<file path="src/sv/imhq_pkg.sv">
// Package for the indexed min-heap queue: function, status codes and queue entry types.
// No dependencies.
package imhq_pkg;
   localparam int HANDLE_BITS = 10;
   localparam int IN_KEY_BITS = 32;
   localparam int COUNT_BITS  = 11;
   localparam int STATUS_BITS = 2;

   typedef enum logic {
      FUNC_INSERT = 1'b0,
      FUNC_REMOVE = 1'b1
   } func_type;

   typedef enum logic [STATUS_BITS-1:0] {
      STATUS_OK     = 2'd0,
      STATUS_FULL   = 2'd1,
      STATUS_ABSENT = 2'd2
   } status_type;

   // Command passed from the front end to the heap engine.
   typedef struct packed {
      func_type                 func;
      logic [HANDLE_BITS-1:0]   handle;
      logic [IN_KEY_BITS-1:0]   key;
   } cmd_type;
endpackage

</file>
<file path="src/sv/imhq_front.sv">
// Front end: takes request items into a two-entry command queue.
// Depends on imhq_pkg.
module imhq_front (
   input  logic               clock,
   input  logic               reset,
   input  logic               in_valid,
   output logic               in_ready,
   input  imhq_pkg::cmd_type  in_cmd,
   output logic               out_valid,
   input  logic               out_ready,
   output imhq_pkg::cmd_type  out_cmd
);
   import imhq_pkg::*;

   cmd_type q_ff [2];
   logic    rd_ff, rd_in, wr_ff, wr_in;
   logic [1:0] fill_ff, fill_in;

   assign in_ready  = (fill_ff != 2'd2);
   assign out_valid = (fill_ff != 2'd0);
   assign out_cmd   = q_ff[rd_ff];

   always_comb begin
      rd_in = rd_ff;
      wr_in = wr_ff;
      fill_in = fill_ff;
      if (in_valid && in_ready) begin
         wr_in = ~wr_ff;
         fill_in = fill_in + 2'd1;
      end
      if (out_valid && out_ready) begin
         rd_in = ~rd_ff;
         fill_in = fill_in - 2'd1;
      end
   end

   always_ff @(posedge clock) begin
      if (reset) begin
         rd_ff <= 1'b0;
         wr_ff <= 1'b0;
         fill_ff <= 2'd0;
      end else begin
         rd_ff <= rd_in;
         wr_ff <= wr_in;
         fill_ff <= fill_in;
      end
      if (in_valid && in_ready) q_ff[wr_ff] <= in_cmd;
   end
endmodule

</file>
<file path="config.mk">
export PLATFORM = sky130hd
export DESIGN_NAME = imhq_front
export DESIGN_NICKNAME = d
export VERILOG_FILES = /design/src/sv/imhq_pkg.sv /design/src/sv/imhq_front.sv
export SDC_FILE = /design/constraint.sdc
export NUM_CORES = 1
export LEC_CHECK = 0
export ABC_AREA = 1
export BUFFER_PORTS_ARGS = -buffer_cell sky130_fd_sc_hd__clkbuf_2
export CAP_MARGIN = 0
export CORE_ASPECT_RATIO = 1.5
export CORE_UTILIZATION = 56
export CTS_CLUSTER_DIAMETER = 50
export CTS_CLUSTER_SIZE = 40
export DETAILED_ROUTE_END_ITERATION = 12
export PLACE_DENSITY_LB_ADDON = 0.15
export SLEW_MARGIN = 10
export SYNTH_ARGS = -nofsm -noshare
export SYNTH_HDL_FRONTEND = slang
export SYNTH_SLANG_ARGS = --single-unit
</file>
<file path="constraint.sdc">
create_clock -name clock -period 7.4 [get_ports clock]
set_input_delay 2.22 -clock clock [delete_from_list [all_inputs] [get_ports clock]]
set_output_delay 2.22 -clock clock [all_outputs]
set_load 0.02 [all_outputs]
</file>
# Word-level counts from Yosys, hierarchy flattened
# Memory sizes are Yosys's and may differ from the RTL's. A register that Yosys moved wholly into a read port is not among the register bits.
# Index checks and enable logic that the tools add are counted.
# W data, S select, Z words.
[totals] input_bits=47 reg_bits=4 ram_bits=86 latchBits=0 romBits=0 out_inout_bits=45 n_memories=1
[mem_list] name="q_ff" words=2 word_bits=43 read_ports=1 rd_clocked_by_memory_dff=1 write_ports=1 line_no="imhq_front.sv:15" rtl="cmd_type q_ff [2];"
[op_classes] mux=6 n_mul=0 eq_ne=1 div_mod_pow=0 n_reduce_logical=3 addsub=2 order_cmp=0 n_bitwise=2 shift=0
[ops] cell="$mux W1" count=4
[ops] cell="$mux W2" count=2
[ops] cell="$add A2 B1 Y2 const B" count=1
[ops] cell="$logic_and A1 B1 Y1" count=2
[ops] cell="$ne A2 B2 Y1 const B" count=1
[ops] cell="$not A1 Y1" count=2
[ops] cell="$reduce_bool A2 Y1" count=1
[ops] cell="$sub A2 B1 Y2 const B" count=1

# Depth between registers and ports, before layout
# Gate-level depths: netlist of run 1.
[logic_depth] ltp_word=5 mapped_depth=9 mapped_depth_nobuf=9

# Least setup slack after synthesis of run 1
# Ideal clock, no wire load.
[synth_path] path_kind="input port to flip-flop" from="input in_valid" to="memory q_ff[1][0] (netlist name), enable pin" cell_stages=2 path_slack_ns=2.819 setup_ns=0.445 arrival_ns=4.136 t_required_ns=6.955 n_path_buf=0 path_cell_list="nand2_2 > nor2_1"
[synth_between] elab_chain_cells=3
[synth_rtl] element="start, declared" line_no="imhq_front.sv:6" rtl="input logic in_valid,"
[synth_rtl] element="$logic_and A1 B1 Y1" line_no="imhq_front.sv:47" rtl="if (in_valid && in_ready) q_ff[wr_ff] <= in_cmd;"
[synth_rtl] element="$mux W1" line_no="imhq_front.sv:47"
[synth_rtl] element="$mux W1 (implied by the code)" line_no="imhq_front.sv:47"
[synth_rtl] element="end, declared" line_no="imhq_front.sv:15"
# Every way passes these cells.

==> impl_results.md, run 1 <==
* Initial Util at approximately 58%
* Clk network pwr share at a little over a quarter
* Status: finished, final reports clean
* Placer Congestion at approximately 0.79
* Clk slew on worst S/H paths at 80 ps
* Routed Antenna Nets at 0
* CTS tree: built
* Layout cells sized above 1 at 57.3%
* PD cells at approximately 320 nW/um^2
* Largest net degree at the start of global routing at 28
* Inserted Clock Buffers at 9
* Hold Path Class: flip-flop to flip-flop
* Setup TNS at 0 ps
* Pint at around 0.98 mW
* Crit-path max FO at 27
* Slew @ Worst Pin at ~510 ps
* RSZ-0062 raised after global routing: false
* Placed insts at around 330
* I/O pins at 92
* Die area at 6670 sq um
* Synth Area in Adders at less than 1%
* Largest cells by area after synthesis: edfxtp_1 73%, mux2_4 17%, dfxtp_1 2.8%
* Sequential fraction of the synthesis area at 75.5%
* DR pass1 iterations at 4
* Worst setup SP type: flip-flop
* Tmin final at 4270 ps
* Post-synthesis simple-gate area fraction at 1.97%
* Fin cells at 348
* Final Routed Wirelength at 5340 microns
* Worst Path Required at between 5000 and 6000 ps
* Ys Warns at 0
* Syn_area_per_cell at around 21 sq um
* Worst Setup End Kind: output pin
* Flops & latches, synth at 91
* Initial antenna violation count at 0
* Synth Net Count at about 220
* WL/cell at between 15 and 20 microns
* Clock skew at 11.2 ps
* EDFF count, synth at 86
* Reported max-cap violation count at 0
* HPWL Detailed at 3850 microns
* Setup Crit Path Kind: flip-flop to output pin
* Compound-Gate Fraction of Synth Area at 0.423%
* GRT busiest layer: met2
* Core Rows at 35
* Pleak at roughly 1.7 nW
* Layout net count at 318
* Met2 Usage GRT at between 30% and 40%
* Clock Sinks at between 90 and 100
* Die width at 67.0 microns
* Reg power frac at 48.6%
* Htree depth at 3
* Avg Vias per Cell at a little over 5
* Switching share of power at a little over a quarter
* First-pass GRT wire length at a little over 8000 microns
* Ant diodes at 0
* NetSw at 0.370 mW
* Area delta synth->final at 20.3%
* Worst Path Arrival at slightly above 2000 ps
* Main combinational cell family by area after synthesis: multiplexers
* Fin crit share at between 50% and 60%
* Worst skew pair latency at about 340 ps
* Netlist cell types at 17
* Clock Tree Buf Depth at 2
* Synthesized area at roughly 3600 sq um
* Core Area at 6130 sq um
* Mux share of post-synthesis cell area at about 18%
* Synth Instances at ~170
* M1 GR Usage at ~18%
* Vias in the first global route at roughly 1800
* Fraction of registers with async set/reset at 0%
* GRT met3 Usage at between 5 and 6%
* Die Height at between 90 and 100 microns
* Slew Limit Fails at 0
* Gr usage total at about 17%
* Share of the synthesized area in the top cell type at approximately 73%
* Synth Area in XOR/XNOR at less than 1%
* IO Port Bufs at just over 90
* Final setup violation count at 0
* DRC Markers at 0
* Comb pwr share at 24.6%
* Hold Buf Count CTS at 0
* Max Fclk at 234 MHz
* DR vias at ~1800
* Commonest register cell after synthesis: edfxtp_1
* Final Hold Viols at 0
* DRT iter0 DRCs at 80
* Max VDD drop at around 0.00024 V
* CTS root buf: clkbuf_8
* Total power at about 1.3 mW
* FILL cells at 420
* Synth area leader: edfxtp_1
* Slew HR at between 60 and 70%
* Grt total ovfl at 0
* Resized Gates After CTS at 0
* Post-CTS Setup Inserts at 0
## metal layers
metal  share of wire [%]  up-vias
li1                    -      842
met1                  37      828
met2                  55       68
met5                   0        -
met3                 5.6       12
met4                 2.4        0
## cell families after synthesis
logic type / Yosys count
xor+xnor: 1
buf+inv: 12
compound gates: 3
fa+ha+maj: 2
flops: 91
mux: 43
simple gates: 17
## power by group through the flow
stage	registers (mW)	clock network, mW	logic [mW]
final	0.655	0.362	0.332
after global routing	0.661	0.388	0.356
after CTS	0.656	0.369	0.337
after detailed placement	0.668	0	0.336
after global placement	0.665	0	0.334
after floorplan	0.654	0	0.275
## cell type report
class / count / area (sq um) / area share [%]
inverters: 7 / 26.3 / 0.615
multi-input cells: 66 / 768 / 18.0
well taps: 74 / 92.6 / 2.17
clock buffers: 11 / 141 / 3.31
flip-flops and latches: 91 / 2680 / 62.8
repair buffers: 94 / 478 / 11.2
clock inverters: 5 / 85.1 / 1.99
## cells in the final DEF, fill, tap and decap left out, types with 2 or more instances in the layout
master,count
ha_1,2
nand2_1,7
nor2_1,4
mux2_4,40
clkbuf_2,91
clkbuf_8,10
mux2_2,3
edfxtp_1,86
inv_1,6
buf_4,3
a21oi_1,2
nand3_1,2
bufinv_16,2
nor2_4,2
dfxtp_1,4
## critical path, cell delays in order, from the launching register on
cell,delay (ps)
dfxtp_2,660
buf_4,530
mux2_4,340
clkbuf_2,150
## state kept, by name, indices dropped and copies added (netlist names), named ones only
register	cells
fill_ff	2
wr_ff	1
q_ff	86
rd_ff	1
## final timing paths
kind	startpoint	to	cells after the start	slack, ps
max	flip-flop	out_cmd[13]	3	3130
min	rd_ff	rd_ff	2	510
max reg2reg	fill_ff[0]	q_ff[0][37]	6	5390
min reg2reg	rd_ff	rd_ff	2	510
## stage by stage
| stage | hold WS [ps] | utilization, % | setup WS (ps) | instance area, sq um |
|---|---|---|---|---|
| floorplan | 472 | - | 2820 | 3550 |
| global placement | 485 | 66.0 | 3470 | 4050 |
| detailed placement | 501 | 66.0 | 3450 | 4050 |
| CTS | 523 | 69.7 | 3080 | 4280 |
| global route | 570 | 69.7 | 3040 | 4280 |
| finish | 513 | 69.7 | 3130 | 4280 |
## cells in the mapped netlist, types with 2 or more instances
library cell and count:
mux2_4 40, buf_12 4, nand3_1 2, nand2_1 7, edfxtp_1 86, nor2_1 6
dfxtp_1 5, ha_1 2, mux2_2 3, a21oi_1 2, inv_1 6
(Power assumes the default switching activity.)
==> inputs of run 2 (changes only) <==
--- a/config.mk
+++ b/config.mk
@@ -5,11 +5,11 @@
 export SDC_FILE = /design/constraint.sdc
 export NUM_CORES = 1
 export LEC_CHECK = 0
-export ABC_AREA = 1
+export ABC_AREA = 0
 export BUFFER_PORTS_ARGS = -buffer_cell sky130_fd_sc_hd__clkbuf_2
 export CAP_MARGIN = 0
 export CORE_ASPECT_RATIO = 1.5
-export CORE_UTILIZATION = 56
+export CORE_UTILIZATION = 52
 export CTS_CLUSTER_DIAMETER = 50
 export CTS_CLUSTER_SIZE = 40
 export DETAILED_ROUTE_END_ITERATION = 12
==> constraint.sdc (replaced) <==
create_clock -name clock -period 4.4 [get_ports clock]
set_input_delay 1.32 -clock clock [delete_from_list [all_inputs] [get_ports clock]]
set_output_delay 1.32 -clock clock [all_outputs]
set_load 0.02 [all_outputs]
==> impl_results.md, run 2 <==
* Status: finished, final reports clean
* FILL cells at 461 (+9.8%)
* Tmin final at 3300 ps
* DR vias at 1755 (+0.29%)
* Slowest CP cell: dfxtp_2
* Routed Antenna Nets at 0 (unchanged)
* Core Area at 6220 sq um (+1.4%)
* Pleak at 1.56 nW (-10%)
* Mux share of post-synthesis cell area at 14.3% (-3.6 points)
* Delay-heaviest family, CP: flip-flops
* Synth Instances at 168 (-0.59%)
* Most flops, register: q_ff
* Layout cells sized above 1 at 57.8% (+0.48 points)
* Die Height at 101 microns (+1.4%)
* Area delta synth->final at 21.7%
* Clk slew on worst S/H paths at 80 ps (about the same)
* Syn_area_per_cell at 20.2 sq um (-3.9%)
* Avg Vias per Cell at 5.10 (+1.5%)
* I/O pins at 92 (unchanged)
* Worst Setup End Kind: output pin
* Grt total ovfl at 0 (unchanged)
* Core Rows at 35 (unchanged)
* Final setup violation count at 0 (unchanged)
* Slew HR at 30.0% (-36 points)
* WHS at 511 ps (-2.59 ps)
* EDFF count, synth at 86 (unchanged)
* Met2 Usage GRT at 27.3% (-3.0 points)
* Final Hold Viols at 0 (unchanged)
* DRT iter0 DRCs at 70 (-13%)
* Placer Congestion at 0.726 (-8.0%)
* Biggest regs: q_ff: 86 flops, fill_ff: 2 flops
* Die area at 6860 sq um (+2.8%)
* Ys Warns at 0 (unchanged)
* Fin cells at 344 (-1.1%)
* M1 GR Usage at 18.7% (+0.69 points)
* RSZ-0062 raised after global routing: false
* Synthesized area at 3400 sq um (-4.4%)
* DRC Markers at 0 (unchanged)
* CP Buf/Inv Count at 1 (-1)
* Crit-path max cell delay at 1030 ps (+370 ps)
* Vias in the first global route at 1692 (-4.2%)
* WL/cell at 15.6 microns (+1.6%)
* Worst min-delay path startpoint: fill_ff[0]
* Synth Area in XOR/XNOR at 1.25% (+1.0 points)
* Setup WS pre-CTS at 1340 ps (-2120 ps)
* Sequential fraction of the synthesis area at 79.0% (+3.5 points)
* Ant diodes at 0 (unchanged)
* Top cells by count, synth: 86 x edfxtp_1, 43 x mux2_2, 6 x nor2_1
* CTS root buf: clkbuf_8
* Synth area leader: edfxtp_1
* DR pass1 iterations at 4 (unchanged)
* Setup TNS at 0 ps (unchanged)
* Hold Buf Count CTS at 0 (unchanged)
* Post-synthesis simple-gate area fraction at 1.66% (-0.31 points)
* Max VDD drop at 0.000356 V (+47%)
* Resized Gates After CTS at 0 (unchanged)
* PD cells at 619 nW/um^2 (+96%)
* Post-CTS Setup Inserts at 0 (unchanged)
* Compound-Gate Fraction of Synth Area at 0.958% (+0.54 points)
* HPWL Detailed at 3520 microns (-8.5%)
* Fraction of registers with async set/reset at 0% (unchanged)
* Share of the synthesized area in the top cell type at 76.1% (+3.4 points)
* Max Fclk at 303 MHz
* R2R Path Start: fill_ff[0]
* Final setup margin at 1100 ps (-2030 ps)
* Placed Instance Area at 3940 sq um (-2.7%)
* Clock Sinks at 91 (unchanged)
* Crit-path cells: mux2_2, clkbuf_2
* Largest register FFs at 86 (unchanged)
* Die width at 68.0 microns (+1.4%)
* Hold Path Class: flip-flop to flip-flop
* Most frequent cell after synthesis: edfxtp_1
* Final Routed Wirelength at 5360 microns (+0.43%)
* Synth Area in Adders at 0.737% (+0.033 points)
* GRT met3 Usage at 4.07% (-1.7 points)
* Worst skew pair latency at 360 ps (+20 ps)
* CTS tree: built
* Slew @ Worst Pin at 1050 ps (+538 ps)
* Initial antenna violation count at 0 (unchanged)
* Layout net count at 315 (-0.94%)
* Slew Limit Fails at 0 (unchanged)
* Flops & latches, synth at 91 (unchanged)
* Placed insts at 329 (-0.90%)
* Crit-path max FO at 43 (+59%)
* Fin area at 4130 sq um (-3.4%)
* First-pass GRT wire length at 7850 microns (-3.3%)
* GRT busiest layer: met2
* Largest cells by area after synthesis: edfxtp_1 76%, mux2_2 14%, dfxtp_1 2.9%
* Synth Net Count at 217 (-0.46%)
* Gr usage total at 16.4% (-1.0 points)
* Largest net degree at the start of global routing at 44 (+57%)
* Setup Crit Path Kind: flip-flop to output pin
* Clock Tree Buf Depth at 2 (unchanged)
* Worst setup SP type: flip-flop
* Commonest cells after routing, fill and taps aside: 91 x clkbuf_2, 86 x edfxtp_1, 43 x mux2_2
* Worst Path Arrival at 1980 ps (-70 ps)
* Main combinational cell family by area after synthesis: multiplexers
* Commonest register cell after synthesis: edfxtp_1
* Fin crit share at 75.0%
* Total power at 2.56 mW (+90%)
* Commonest non-fill, non-tap cell in the layout: clkbuf_2
* Netlist cell types at 20 (+3)
* IO Port Bufs at 91 (unchanged)
* Htree depth at 3 (unchanged)
* Initial Util at 54.6% (-3.4 points)
* Fin util at 66.4% (-3.3 points)
* Worst Path Required at 3080 ps (-2100 ps)
* Inserted Clock Buffers at 9 (unchanged)
* Reported max-cap violation count at 0 (unchanged)
* Clock skew at 10.9 ps (-0.260 ps)
==> run 2: cell types whose count changed after synthesis, moves of 3 or more <==
cell | before | now
mux2_2 | 3 | 43
mux2_4 | 40 | 0
nand2_1 | 7 | 1
buf_4 | 0 | 5
buf_12 | 4 | 0
xnor2_1 | 0 | 3
==> run 2: path summary, 6_finish.rpt <==
kind | to | slack [ps] | depth (start not counted)
max | out_cmd[35] | 1100 | 2
min | fill_ff[1] | 510 | 2
max reg2reg | q_ff[1][36] | 2050 | 5
min reg2reg | fill_ff[1] | 510 | 2
==> run 2: worst min-delay path: cells and delay by family (launching register included) <==
kind	cells	cell delay, ps
flops	1	330
compound gates	2	140
==> run 2: layer usage <==
layer | part of all wire (%) | wire length [microns] | up-vias
met5 | 0 | 0 | -
li1 | - | - | 832
met4 | 1.9 | 101 | 0
met3 | 5.6 | 299 | 10
met2 | 53 | 2840 | 56
met1 | 39 | 2120 | 857
==> run 2: report_power, final <==
group | switching [mW] | internal, mW
logic | 0.457 | 0.333
clock network | 0.279 | 0.260
registers | 0.0956 | 1.13
total | 0.831 | 1.73
==> run 2: cell type report <==
class | instances | area [sq um] | share of cell area (%)
repair buffers | 94 | 490 | 11.9
flip-flops and latches | 91 | 2680 | 65.0
inverters | 5 | 18.8 | 0.454
well taps | 74 | 92.6 | 2.24
clock buffers | 9 | 124 | 3.00
clock inverters | 6 | 66.3 | 1.61
multi-input cells | 65 | 656 | 15.9
==> run 2: kinds of logic (layout without fill, tap and decap cells) <==
logic type	Yosys count	count (layout)
flip-flops	91	91
AND/OR/NAND/NOR	11	11
XOR/XNOR	4	4
AO/OA/AOI/OAI	5	5
multiplexers	43	43
adder cells (fa/ha/maj)	2	2
buffers and inverters	12	114
